**config.mk**
```make
export PLATFORM = sky130hd
export DESIGN_NAME = duty_cycle_hop_controller
export DESIGN_NICKNAME = d
export VERILOG_FILES = /design/src/design/dchc_pkg.sv /design/src/design/duty_cycle_hop_controller.sv /design/src/design/dchc_rem.sv
export SDC_FILE = /design/constraint.sdc
export NUM_CORES = 2
export LEC_CHECK = 0
export BUFFER_PORTS_ARGS = -buffer_cell sky130_fd_sc_hd__buf_2
export CAP_MARGIN = 20
export CORE_UTILIZATION = 58
export DETAILED_ROUTE_END_ITERATION = 12
export MAX_ROUTING_LAYER = met4
export PLACE_DENSITY_LB_ADDON = 0.2
export SLEW_MARGIN = 20
export SYNTH_ARGS = -nofsm -noshare
export SYNTH_HDL_FRONTEND = slang
export SYNTH_SLANG_ARGS = --single-unit
```
**constraint.sdc**
```tcl
create_clock -name i_clk -period 6.5 [get_ports i_clk]
set_input_delay 0.65 -clock i_clk [delete_from_list [all_inputs] [get_ports i_clk]]
set_output_delay 0.65 -clock i_clk [all_outputs]
set_load 0.02 [all_outputs]
```
**src/design/dchc_pkg.sv**
```systemverilog
// ----------------------------------------------------------------------------
// dchc_pkg - shared constants for the duty-cycle and hop controller
// Item opcodes, phase codes, hop modes, register indexes and datapath widths.
// ----------------------------------------------------------------------------
package dchc_pkg;

    // Field widths
    localparam int OP_W     = 2;
    localparam int WORD_W   = 32;
    localparam int FREQ_W   = 33;
    localparam int CFG_IDX_W = 3;
    localparam int CFG_DATA_W = 33;

    // Remainder unit: 34-bit dividend and divisor, one bit per cycle
    localparam int REM_W     = 34;
    localparam int REM_CNT_W = 6;

    // Signed sweep arithmetic width
    localparam int SWP_W = 36;

    typedef logic [FREQ_W-1:0] t_freq;

    localparam t_freq FREQ_SAT = '1;

    // Item opcodes
    localparam logic [OP_W-1:0] OP_TICK  = 2'd0;
    localparam logic [OP_W-1:0] OP_START = 2'd1;
    localparam logic [OP_W-1:0] OP_STOP  = 2'd2;

    // Phase codes
    localparam logic [1:0] PH_STOPPED = 2'd0;
    localparam logic [1:0] PH_ON      = 2'd1;
    localparam logic [1:0] PH_OFF     = 2'd2;

    // Hop modes
    localparam logic [1:0] HOP_FIXED  = 2'd0;
    localparam logic [1:0] HOP_SWEEP  = 2'd1;
    localparam logic [1:0] HOP_RANDOM = 2'd2;

    // Register indexes
    localparam logic [CFG_IDX_W-1:0] CFG_ON_TICKS    = 3'd0;
    localparam logic [CFG_IDX_W-1:0] CFG_OFF_TICKS   = 3'd1;
    localparam logic [CFG_IDX_W-1:0] CFG_DWELL_TICKS = 3'd2;
    localparam logic [CFG_IDX_W-1:0] CFG_HOP_MODE    = 3'd3;
    localparam logic [CFG_IDX_W-1:0] CFG_FREQ_MIN    = 3'd4;
    localparam logic [CFG_IDX_W-1:0] CFG_FREQ_MAX    = 3'd5;
    localparam logic [CFG_IDX_W-1:0] CFG_FREQ_STEP   = 3'd6;
    localparam logic [CFG_IDX_W-1:0] CFG_HOP_BW      = 3'd7;

    // Reset values
    localparam logic [WORD_W-1:0] RST_ON_TICKS    = 32'd1000;
    localparam logic [WORD_W-1:0] RST_OFF_TICKS   = 32'd0;
    localparam logic [WORD_W-1:0] RST_DWELL_TICKS = 32'd1000;
    localparam t_freq             RST_FREQ        = 33'd765000000;
    localparam logic [WORD_W-1:0] RST_FREQ_STEP   = 32'd1000000;
    localparam logic [WORD_W-1:0] RST_HOP_BW      = 32'd0;

endpackage

```
**src/design/duty_cycle_hop_controller.sv**
```systemverilog
// ----------------------------------------------------------------------------
// duty_cycle_hop_controller - burst and frequency hop controller
// Duty-cycle on/off phasing with burst flags, and sweep or random hopping.
// ----------------------------------------------------------------------------
// Each input word is a tick, a start or a stop, and produces exactly one
// result word with the phase, burst flags and current frequency. The block
// handles one word at a time: o_in_ready is high only while the sequencer
// is idle. A start, stop, plain tick or tick without a hop goes straight to
// ST_DONE; a sweep hop passes ST_SWP2 first. A random hop waits in ST_MOD1
// and ST_MOD2 on the shared remainder unit, which runs twice at one bit
// per cycle over 34 bits: first random_word mod hop_bandwidth, then
// (2r + step) mod (2 * step), from which the rounded offset follows without
// a multiplier. A finished result sits in the output register, and the next
// input word is taken while it waits. Configuration is written through its
// own port at any time it is offered; it must only be changed while idle.
// ----------------------------------------------------------------------------
module duty_cycle_hop_controller #(
    parameter int TICK_COUNT_WIDTH = 32
) (
    input  logic                             i_clk,
    input  logic                             i_rst_n,
    // input channel
    input  logic                             i_in_valid,
    output logic                             o_in_ready,
    input  logic [dchc_pkg::OP_W-1:0]        i_opcode,
    input  logic [dchc_pkg::WORD_W-1:0]      i_random_word,
    // result channel
    output logic                             o_out_valid,
    input  logic                             i_out_ready,
    output logic                             o_transmitting,
    output logic                             o_burst_start,
    output logic                             o_burst_end,
    output logic [dchc_pkg::FREQ_W-1:0]      o_frequency,
    output logic                             o_freq_changed,
    // configuration write channel
    input  logic                             i_cfg_valid,
    output logic                             o_cfg_ready,
    input  logic [dchc_pkg::CFG_IDX_W-1:0]   i_cfg_index,
    input  logic [dchc_pkg::CFG_DATA_W-1:0]  i_cfg_data
);

    localparam int CNT_W = TICK_COUNT_WIDTH;
    localparam int CMP_W = (TICK_COUNT_WIDTH > 32) ? TICK_COUNT_WIDTH : 32;
    localparam int REM_W = dchc_pkg::REM_W;
    localparam int SWP_W = dchc_pkg::SWP_W;

    // sequencer states
    localparam logic [2:0] ST_IDLE = 3'd0;
    localparam logic [2:0] ST_MOD1 = 3'd1;
    localparam logic [2:0] ST_MOD2 = 3'd2;
    localparam logic [2:0] ST_SWP1 = 3'd3;
    localparam logic [2:0] ST_SWP2 = 3'd4;
    localparam logic [2:0] ST_DONE = 3'd5;

    // ---------------- configuration registers ----------------
    logic [31:0]           r_on_ticks;
    logic [31:0]           r_off_ticks;
    logic [31:0]           r_dwell_ticks;
    logic [1:0]            r_hop_mode;
    dchc_pkg::t_freq       r_freq_min;
    dchc_pkg::t_freq       r_freq_max;
    logic [31:0]           r_freq_step;
    logic [31:0]           r_hop_bw;

    always_ff @(posedge i_clk) begin
        if (!i_rst_n) begin
            r_on_ticks    <= dchc_pkg::RST_ON_TICKS;
            r_off_ticks   <= dchc_pkg::RST_OFF_TICKS;
            r_dwell_ticks <= dchc_pkg::RST_DWELL_TICKS;
            r_hop_mode    <= dchc_pkg::HOP_FIXED;
            r_freq_min    <= dchc_pkg::RST_FREQ;
            r_freq_max    <= dchc_pkg::RST_FREQ;
            r_freq_step   <= dchc_pkg::RST_FREQ_STEP;
            r_hop_bw      <= dchc_pkg::RST_HOP_BW;
        end else if (i_cfg_valid) begin
            case (i_cfg_index)
                dchc_pkg::CFG_ON_TICKS:    r_on_ticks    <= i_cfg_data[31:0];
                dchc_pkg::CFG_OFF_TICKS:   r_off_ticks   <= i_cfg_data[31:0];
                dchc_pkg::CFG_DWELL_TICKS: r_dwell_ticks <= i_cfg_data[31:0];
                dchc_pkg::CFG_HOP_MODE:    r_hop_mode    <= i_cfg_data[1:0];
                dchc_pkg::CFG_FREQ_MIN:    r_freq_min    <= i_cfg_data;
                dchc_pkg::CFG_FREQ_MAX:    r_freq_max    <= i_cfg_data;
                dchc_pkg::CFG_FREQ_STEP:   r_freq_step   <= i_cfg_data[31:0];
                dchc_pkg::CFG_HOP_BW:      r_hop_bw      <= i_cfg_data[31:0];
                default: ;
            endcase
        end
    end

    assign o_cfg_ready = 1'b1;

    // ---------------- controller state ----------------
    logic [2:0]             r_state,   n_state;
    logic [1:0]             r_phase,   n_phase;
    logic [CNT_W-1:0]       r_pcount,  n_pcount;
    logic [CNT_W-1:0]       r_dcount,  n_dcount;
    dchc_pkg::t_freq        r_freq,    n_freq;
    logic                   r_down,    n_down;
    logic                   r_bstart,  n_bstart;
    logic                   r_bend,    n_bend;
    logic                   r_changed, n_changed;
    logic [REM_W-1:0]       r_t,       n_t;
    logic signed [SWP_W-1:0] r_f,      n_f;
    logic                   r_out_valid, n_out_valid;

    // result register
    logic                   r_out_tx;
    logic                   r_out_bstart;
    logic                   r_out_bend;
    dchc_pkg::t_freq        r_out_freq;
    logic                   r_out_changed;

    // remainder unit hookup
    logic                   w_rem_start;
    logic [REM_W-1:0]       w_rem_dividend;
    logic [REM_W-1:0]       w_rem_divisor;
    logic                   w_rem_done;
    logic [REM_W-1:0]       w_rem;

    // tick evaluation
    logic                   w_accept;
    logic [CNT_W-1:0]       w_pc_inc;
    logic [CNT_W-1:0]       w_dc_inc;
    logic                   w_hop;
    logic [1:0]             w_ph;
    logic [CNT_W-1:0]       w_pc;
    logic                   w_tick_bstart;
    logic                   w_tick_bend;

    // hop arithmetic
    logic [REM_W-1:0]       w_t;
    logic [REM_W-1:0]       w_t_diff;
    logic [dchc_pkg::FREQ_W:0] w_rand_sum;
    logic signed [SWP_W-1:0] w_step;
    logic signed [SWP_W-1:0] w_step2;
    logic signed [SWP_W-1:0] w_cur;
    logic signed [SWP_W-1:0] w_min;
    logic signed [SWP_W-1:0] w_max;
    logic                   w_out_rng;
    logic                   w_new_down;
    logic signed [SWP_W-1:0] w_f2;
    logic                   w_out_free;

    assign w_accept   = i_in_valid && o_in_ready;
    assign w_out_free = !r_out_valid || i_out_ready;

    // saturating counts, then duty-cycle phase walk (off_ticks of zero
    // lets a burst end and restart on the same tick)
    always_comb begin
        w_pc_inc = (r_pcount == '1) ? r_pcount : r_pcount + 1'b1;
        w_dc_inc = (r_dcount == '1) ? r_dcount : r_dcount + 1'b1;
        w_hop    = (r_hop_mode == dchc_pkg::HOP_SWEEP ||
                    r_hop_mode == dchc_pkg::HOP_RANDOM) &&
                   (CMP_W'(w_dc_inc) >= CMP_W'(r_dwell_ticks));
        w_ph          = r_phase;
        w_pc          = w_pc_inc;
        w_tick_bstart = 1'b0;
        w_tick_bend   = 1'b0;
        if (w_ph == dchc_pkg::PH_ON && CMP_W'(w_pc) >= CMP_W'(r_on_ticks)) begin
            w_ph        = dchc_pkg::PH_OFF;
            w_pc        = '0;
            w_tick_bend = 1'b1;
        end
        if (w_ph == dchc_pkg::PH_OFF && CMP_W'(w_pc) >= CMP_W'(r_off_ticks)) begin
            w_ph          = dchc_pkg::PH_ON;
            w_pc          = '0;
            w_tick_bstart = 1'b1;
        end
    end

    // random hop: offset = ((2r + s) - ((2r + s) mod 2s)) / 2
    always_comb begin
        w_t        = {1'b0, w_rem[31:0], 1'b0} + {2'b0, r_freq_step};
        w_t_diff   = r_t - w_rem;
        w_rand_sum = {1'b0, r_freq_min} + {1'b0, w_t_diff[REM_W-1:1]};
    end

    // sweep: step, and on leaving [min, max] reverse with twice the step
    always_comb begin
        w_step     = $signed({4'b0, r_freq_step});
        w_step2    = $signed({3'b0, r_freq_step, 1'b0});
        w_cur      = $signed({3'b0, r_freq});
        w_min      = $signed({3'b0, r_freq_min});
        w_max      = $signed({3'b0, r_freq_max});
        w_out_rng  = (r_f > w_max) || (r_f < w_min);
        w_new_down = w_out_rng ? !r_down : r_down;
        if (!w_out_rng) begin
            w_f2 = r_f;
        end else if (w_new_down) begin
            w_f2 = r_f - w_step2;
        end else begin
            w_f2 = r_f + w_step2;
        end
    end

    assign w_rem_dividend = (r_state == ST_IDLE) ? {2'b0, i_random_word} : w_t;
    assign w_rem_divisor  = (r_state == ST_IDLE) ? {2'b0, r_hop_bw}
                                                 : {1'b0, r_freq_step, 1'b0};

    // sequencer
    always_comb begin
        n_state     = r_state;
        n_phase     = r_phase;
        n_pcount    = r_pcount;
        n_dcount    = r_dcount;
        n_freq      = r_freq;
        n_down      = r_down;
        n_bstart    = r_bstart;
        n_bend      = r_bend;
        n_changed   = r_changed;
        n_t         = r_t;
        n_f         = r_f;
        n_out_valid = r_out_valid;
        w_rem_start = 1'b0;

        if (r_out_valid && i_out_ready) begin
            n_out_valid = 1'b0;
        end

        case (r_state)
            ST_IDLE: begin
                if (w_accept) begin
                    n_bstart  = 1'b0;
                    n_bend    = 1'b0;
                    n_changed = 1'b0;
                    n_state   = ST_DONE;
                    case (i_opcode)
                        dchc_pkg::OP_START: begin
                            n_phase  = dchc_pkg::PH_ON;
                            n_pcount = '0;
                            n_dcount = '0;
                            n_bstart = 1'b1;
                        end
                        dchc_pkg::OP_STOP: begin
                            n_phase = dchc_pkg::PH_STOPPED;
                        end
                        dchc_pkg::OP_TICK: begin
                            if (r_phase != dchc_pkg::PH_STOPPED) begin
                                n_phase   = w_ph;
                                n_pcount  = w_pc;
                                n_dcount  = w_hop ? '0 : w_dc_inc;
                                n_bstart  = w_tick_bstart;
                                n_bend    = w_tick_bend;
                                n_changed = w_hop;
                                if (w_hop && r_hop_mode == dchc_pkg::HOP_SWEEP) begin
                                    n_f     = r_down ? w_cur - w_step : w_cur + w_step;
                                    n_state = ST_SWP2;
                                end else if (w_hop) begin
                                    if (r_hop_bw == '0 || r_freq_step == '0) begin
                                        n_freq = r_freq_min;
                                    end else begin
                                        w_rem_start = 1'b1;
                                        n_state     = ST_MOD1;
                                    end
                                end
                            end
                        end
                        default: ;
                    endcase
                end
            end
            ST_MOD1: begin
                if (w_rem_done) begin
                    n_t         = w_t;
                    w_rem_start = 1'b1;
                    n_state     = ST_MOD2;
                end
            end
            ST_MOD2: begin
                if (w_rem_done) begin
                    n_freq  = w_rand_sum[dchc_pkg::FREQ_W] ? dchc_pkg::FREQ_SAT
                                                           : w_rand_sum[dchc_pkg::FREQ_W-1:0];
                    n_state = ST_DONE;
                end
            end
            ST_SWP1: begin
                n_state = ST_SWP2;
            end
            ST_SWP2: begin
                n_down = w_new_down;
                if (w_f2 < 0) begin
                    n_freq = '0;
                end else if (w_f2 > $signed({3'b0, dchc_pkg::FREQ_SAT})) begin
                    n_freq = dchc_pkg::FREQ_SAT;
                end else begin
                    n_freq = w_f2[dchc_pkg::FREQ_W-1:0];
                end
                n_state = ST_DONE;
            end
            ST_DONE: begin
                if (w_out_free) begin
                    n_out_valid = 1'b1;
                    n_state     = ST_IDLE;
                end
            end
            default: begin
                n_state = ST_IDLE;
            end
        endcase
    end

    always_ff @(posedge i_clk) begin
        if (!i_rst_n) begin
            r_state     <= ST_IDLE;
            r_phase     <= dchc_pkg::PH_STOPPED;
            r_pcount    <= '0;
            r_dcount    <= '0;
            r_freq      <= dchc_pkg::RST_FREQ;
            r_down      <= 1'b0;
            r_out_valid <= 1'b0;
        end else begin
            r_state     <= n_state;
            r_phase     <= n_phase;
            r_pcount    <= n_pcount;
            r_dcount    <= n_dcount;
            r_freq      <= n_freq;
            r_down      <= n_down;
            r_out_valid <= n_out_valid;
        end
    end

    // per-word scratch and result payload
    always_ff @(posedge i_clk) begin
        r_bstart  <= n_bstart;
        r_bend    <= n_bend;
        r_changed <= n_changed;
        r_t       <= n_t;
        r_f       <= n_f;
        if (r_state == ST_DONE && w_out_free) begin
            r_out_tx      <= (r_phase == dchc_pkg::PH_ON);
            r_out_bstart  <= r_bstart;
            r_out_bend    <= r_bend;
            r_out_freq    <= r_freq;
            r_out_changed <= r_changed;
        end
    end

    dchc_rem u_rem (
        .i_clk      (i_clk),
        .i_rst_n    (i_rst_n),
        .i_start    (w_rem_start),
        .i_dividend (w_rem_dividend),
        .i_divisor  (w_rem_divisor),
        .o_done     (w_rem_done),
        .o_rem      (w_rem)
    );

    assign o_in_ready     = (r_state == ST_IDLE);
    assign o_out_valid    = r_out_valid;
    assign o_transmitting = r_out_tx;
    assign o_burst_start  = r_out_bstart;
    assign o_burst_end    = r_out_bend;
    assign o_frequency    = r_out_freq;
    assign o_freq_changed = r_out_changed;

`ifndef SYNTH
    // remainder results only arrive while the sequencer waits for them
    a_rem_done_in_mod: assert property (@(posedge i_clk) disable iff (!i_rst_n)
        !(r_state == ST_MOD1 || r_state == ST_MOD2) |-> !w_rem_done)
        else $error("remainder done outside of a random hop");

    // an accepted word always takes the sequencer out of idle
    a_busy_after_accept: assert property (@(posedge i_clk) disable iff (!i_rst_n)
        w_accept |=> !o_in_ready)
        else $error("input accepted twice in a row");

    // a burst start always leaves the block in the on phase
    a_start_is_on: assert property (@(posedge i_clk) disable iff (!i_rst_n)
        o_out_valid && o_burst_start |-> o_transmitting)
        else $error("burst start flagged while not transmitting");
`endif

endmodule

```
**src/design/dchc_rem.sv**
```systemverilog
// ----------------------------------------------------------------------------
// dchc_rem - iterative remainder unit
// Restoring division, one dividend bit per cycle, remainder only.
// ----------------------------------------------------------------------------
module dchc_rem (
    input  logic                      i_clk,
    input  logic                      i_rst_n,
    input  logic                      i_start,
    input  logic [dchc_pkg::REM_W-1:0] i_dividend,
    input  logic [dchc_pkg::REM_W-1:0] i_divisor,
    output logic                      o_done,
    output logic [dchc_pkg::REM_W-1:0] o_rem
);

    logic                           r_busy;
    logic                           r_done;
    logic [dchc_pkg::REM_CNT_W-1:0] r_cnt;
    logic [dchc_pkg::REM_W-1:0]     r_rem;
    logic [dchc_pkg::REM_W-1:0]     r_dvd;
    logic [dchc_pkg::REM_W-1:0]     r_div;

    logic [dchc_pkg::REM_W:0]   w_cand;
    logic [dchc_pkg::REM_W:0]   w_diff;
    logic                       w_ge;
    logic [dchc_pkg::REM_W-1:0] n_rem;

    // shift in next dividend bit, subtract divisor when it fits
    always_comb begin
        w_cand = {r_rem, r_dvd[dchc_pkg::REM_W-1]};
        w_ge   = w_cand >= {1'b0, r_div};
        w_diff = w_cand - {1'b0, r_div};
        n_rem  = w_ge ? w_diff[dchc_pkg::REM_W-1:0] : w_cand[dchc_pkg::REM_W-1:0];
    end

    always_ff @(posedge i_clk) begin
        if (!i_rst_n) begin
            r_busy <= 1'b0;
            r_done <= 1'b0;
            r_cnt  <= '0;
        end else begin
            r_done <= 1'b0;
            if (i_start) begin
                r_busy <= 1'b1;
                r_cnt  <= dchc_pkg::REM_CNT_W'(dchc_pkg::REM_W - 1);
            end else if (r_busy) begin
                r_cnt <= r_cnt - 1'b1;
                if (r_cnt == '0) begin
                    r_busy <= 1'b0;
                    r_done <= 1'b1;
                end
            end
        end
    end

    always_ff @(posedge i_clk) begin
        if (i_start) begin
            r_rem <= '0;
            r_dvd <= i_dividend;
            r_div <= i_divisor;
        end else if (r_busy) begin
            r_rem <= n_rem;
            r_dvd <= {r_dvd[dchc_pkg::REM_W-2:0], 1'b0};
        end
    end

    assign o_done = r_done;
    assign o_rem  = r_rem;

endmodule
```
==> results.py <==
metrics = {
    "outcome": {
        "outcome": "complete, no violations",
    },
    "worst_setup_path": {
        "cp-start-kind": "register",
        "timing.critical_path.mode_cell": "buf_4",
        "critical-path-max-stage-delay_ns": 0.50,
        "critPathKind": "register to register",
        "cp_data_required_time_ns": 7.03,
        "crit_arrival_ns": 6.81,
        "slowest_stage": "edfxtp_1",
        "end_kind": "register",
        "worstPathMaxFanout": 15,
    },
    "clock_tree": {
        "cts.reportedPaths.clkPinSlew_ns": 0.06,
        "htree_levels": 3,
        "numCtsBuffers": 66,
        "clkSinkCount": 550,
        "cts_tree": "yes",
        "clk_latency_ns": 0.61,
        "root_buffer": "clkbuf_16",
        "postCtsHoldBufs": 0,
        "cts.path.max_buffers": 3,
    },
    "sta": {
        "finalHoldViolCount": 0,
        "final-setup-viol-count": 0,
        "whs_ns": 0.311,
        "tns_ns": 0,
        "period_share_pct": 96.6,
        "grt_setup_unrepaired": "yes",
        "maxSlewViolCount": 0,
        "max_freq_mhz": 159,
        "slew_headroom_pct": 24.4,
        "skew_ns": 0.0228,
        "tightest_slew_ns": 1.13,
        "finalCriticalPeriod_ns": 6.28,
    },
    "global_routing": {
        "grt_pass1_vias": 33132,
        "overflow": 0,
        "antenna_found_initial": 7,
        "track_usage_pct": 37.4,
        "grt_pass1_wl_mm": 190,
        "grt_max_degree": 97,
    },
    "routing": {
        "viasPerCell": 6.04,
        "drt-initial-drc-count": 2859,
        "antenna_violating_nets_post_route": 0,
        "dr.pass1.iters": 8,
        "postRouteWirelength_mm": 126,
        "drc": 0,
        "vias": 35634,
        "post_drt_wl_per_cell_um": 21.4,
    },
    "power_and_ir_drop": {
        "sw_frac_of_total_pct": 33.9,
        "intPower_mw": 7.31,
        "combPwrFrac_pct": 31.2,
        "seqPwrFrac_pct": 35.0,
        "p_clk_share_pct": 33.8,
        "irDropWorstVdd_mv": 0.188,
        "p_per_area_nw_per_um2": 251,
        "p_sw_mw": 3.76,
        "p_leak_nw": 18.3,
    },
    "yosys": {
        "yosysWarnings": 0,
        "netlist_instances": 4758,
        "synthArstFlopShare_pct": 0,
        "netlist_area_um2": 38900,
        "ys_ff_latch": 550,
        "ys_seq_area_share_pct": 32.8,
        "avgSynthCellArea_um2": 8.18,
        "synth_nets": 5234,
        "synth_flop_cell": "dfxtp_1",
        "synth-edff-count": 176,
        "synth.distinct_cells": 105,
    },
    "floorplanning": {
        "initial_core_util_pct": 58.9,
        "die_w_um": 261,
        "num_rows": 94,
        "die_area_um2": 68200,
        "io_pins": 115,
        "design.core.area_um2": 66100,
        "die_h_um": 261,
    },
    "finish": {
        "nets": 5449,
        "fin_cells": 5895,
        "nFillCells": 5693,
        "fin_util_pct": 66.7,
        "multi_input_area_um2": 24200,
        "final_common_cell": "nand2_1",
        "seqCellArea_um2": 12800,
        "syn2layout_area_growth_pct": 13.3,
        "final_cell_mix": "690 x nand2_1, 392 x ha_1, 376 x inv_1",
        "final_area_um2": 44100,
        "final_layout_size_suffix_gt1_share_pct": 11.5,
    },
    "placement": {
        "dp_hpwl_mm": 94.9,
        "place_area_um2": 41600,
        "post-place-cells": 5758,
        "gp_congestion": 1.03,
        "port_buffers": 113,
    },
    "min_path": {
        "hold_class": "primary input to register",
    },
    "flow_run": {
        "cap_violations": 0,
    },
}
-- path summary, 6_finish.rpt --
kind | from | endpoint | slack [ns] | cells past startpoint
hold reg to reg | r_bstart | o_burst_start | 0.46 | 0
setup reg to reg | r_f[18] | r_freq[24] | 0.22 | 31
setup / recovery | r_f[18] | r_freq[24] | 0.22 | 31
hold / removal | i_cfg_data[32] | r_freq_min[32] | 0.31 | 3
-- synth_stat cells (all sizes together), types with 8 or more instances --
cell type	n	share of area, %
nand2	695	6.7
ha	394	13
inv	378	3.6
dfxtp	374	19
a21oi	315	4.1
nor2	307	3.0
o21ai	291	3.7
a21boi	196	3.8
xnor2	192	4.3
edfxtp	176	14
clkbuf	167	1.6
a21o	126	2.4
nand3	98	1.3
o211ai	92	1.8
nor2b	87	1.4
a31oi	79	1.3
xor2	77	1.7
nor3	76	1.0
a211oi	54	1.1
o21a	53	1.0
nand4	49	0.79
buf	38	0.59
nand2b	38	0.61
or3	38	0.61
o21bai	35	0.67
o31ai	32	0.64
nor4	31	0.61
and3	29	0.47
a22oi	23	0.44
or2	18	0.29
mux2i	14	0.36
and2	13	0.22
and4	12	0.27
nor3b	12	0.23
o221ai	11	0.41
a211o	10	0.22
o22ai	10	0.16
a221oi	9	0.25
o41ai	8	0.18
-- per-layer routing --
metal	global-route usage (%)	share of wire (%)	up-vias
li1	-	-	17262
met1	43.3	40	16752
met2	59.8	46	1232
met3	5.35	6.3	388
met4	26.3	8.0	0
met5	-	0	-
-- repair_timing --
item / CTS / global route
pin swaps: 2 / 29
setup buffers: 0 / 10
gates resized for setup: 3 / 50
endpoints found under the setup margin: 12 / 68
endpoints found under the hold margin: 0 / 0
gates cloned: 0 / 1
-- power groups by stage --
stage | combinational, mW | sequential, mW | clock (mW)
after CTS | 3.36 | 3.87 | 3.78
after floorplan | 2.46 | 3.88 | 0
after global routing | 3.77 | 3.88 | 3.93
after global placement | 3.31 | 3.94 | 0
after detailed placement | 3.33 | 3.94 | 0
final | 3.45 | 3.88 | 3.74
-- area by class of cell --
class / count / area share (%)
clock inverter: 24 / 0.536
sequential: 550 / 29.0
tap: 864 / 2.45
multi-input combinational: 3625 / 54.9
antenna: 7 / 0.0397
clock buffer: 95 / 4.32
inverter: 379 / 3.23
timing repair buffer: 351 / 5.56
-- cells by family after synthesis --
group / share of synthesized area (%)
buf+inv: 5.85
mux: 0.447
simple gates: 17.8
compound gates: 24.0
other cells: 0.00963
xor+xnor: 6.07
flops: 32.8
fa+ha+maj: 13.0
-- registers in the layout (all words and copies together), names as in the netlist, 33 cells and up --
name and cells:
r_f 35, o_frequency 33, r_freq 33, u_rem.r_dvd 34, r_t 34, u_rem.o_rem 34
r_freq_max 33, u_rem.r_div 33, r_freq_min 33
-- metrics by stage --
stage,total power [mW],setup WS [ns]
5_1_grt,11.6,-0.153
3_3_place_gp,7.25,0.0717
3_5_place_dp,7.28,-0.0576
6_report,11.1,0.221
4_1_cts,11.0,0.0231
2_1_floorplan,6.34,0.00653
-- worst max-delay path, delay by kind of cell (launching register included) --
family	cells	cell delay, ns
AND/OR/NAND/NOR	8	1.18
XOR/XNOR	2	0.28
AO/OA/AOI/OAI	11	2.19
flip-flops	1	0.50
buffers and inverters	8	1.31
adder cells (fa/ha/maj)	2	0.73
(Power assumes the default switching activity.)
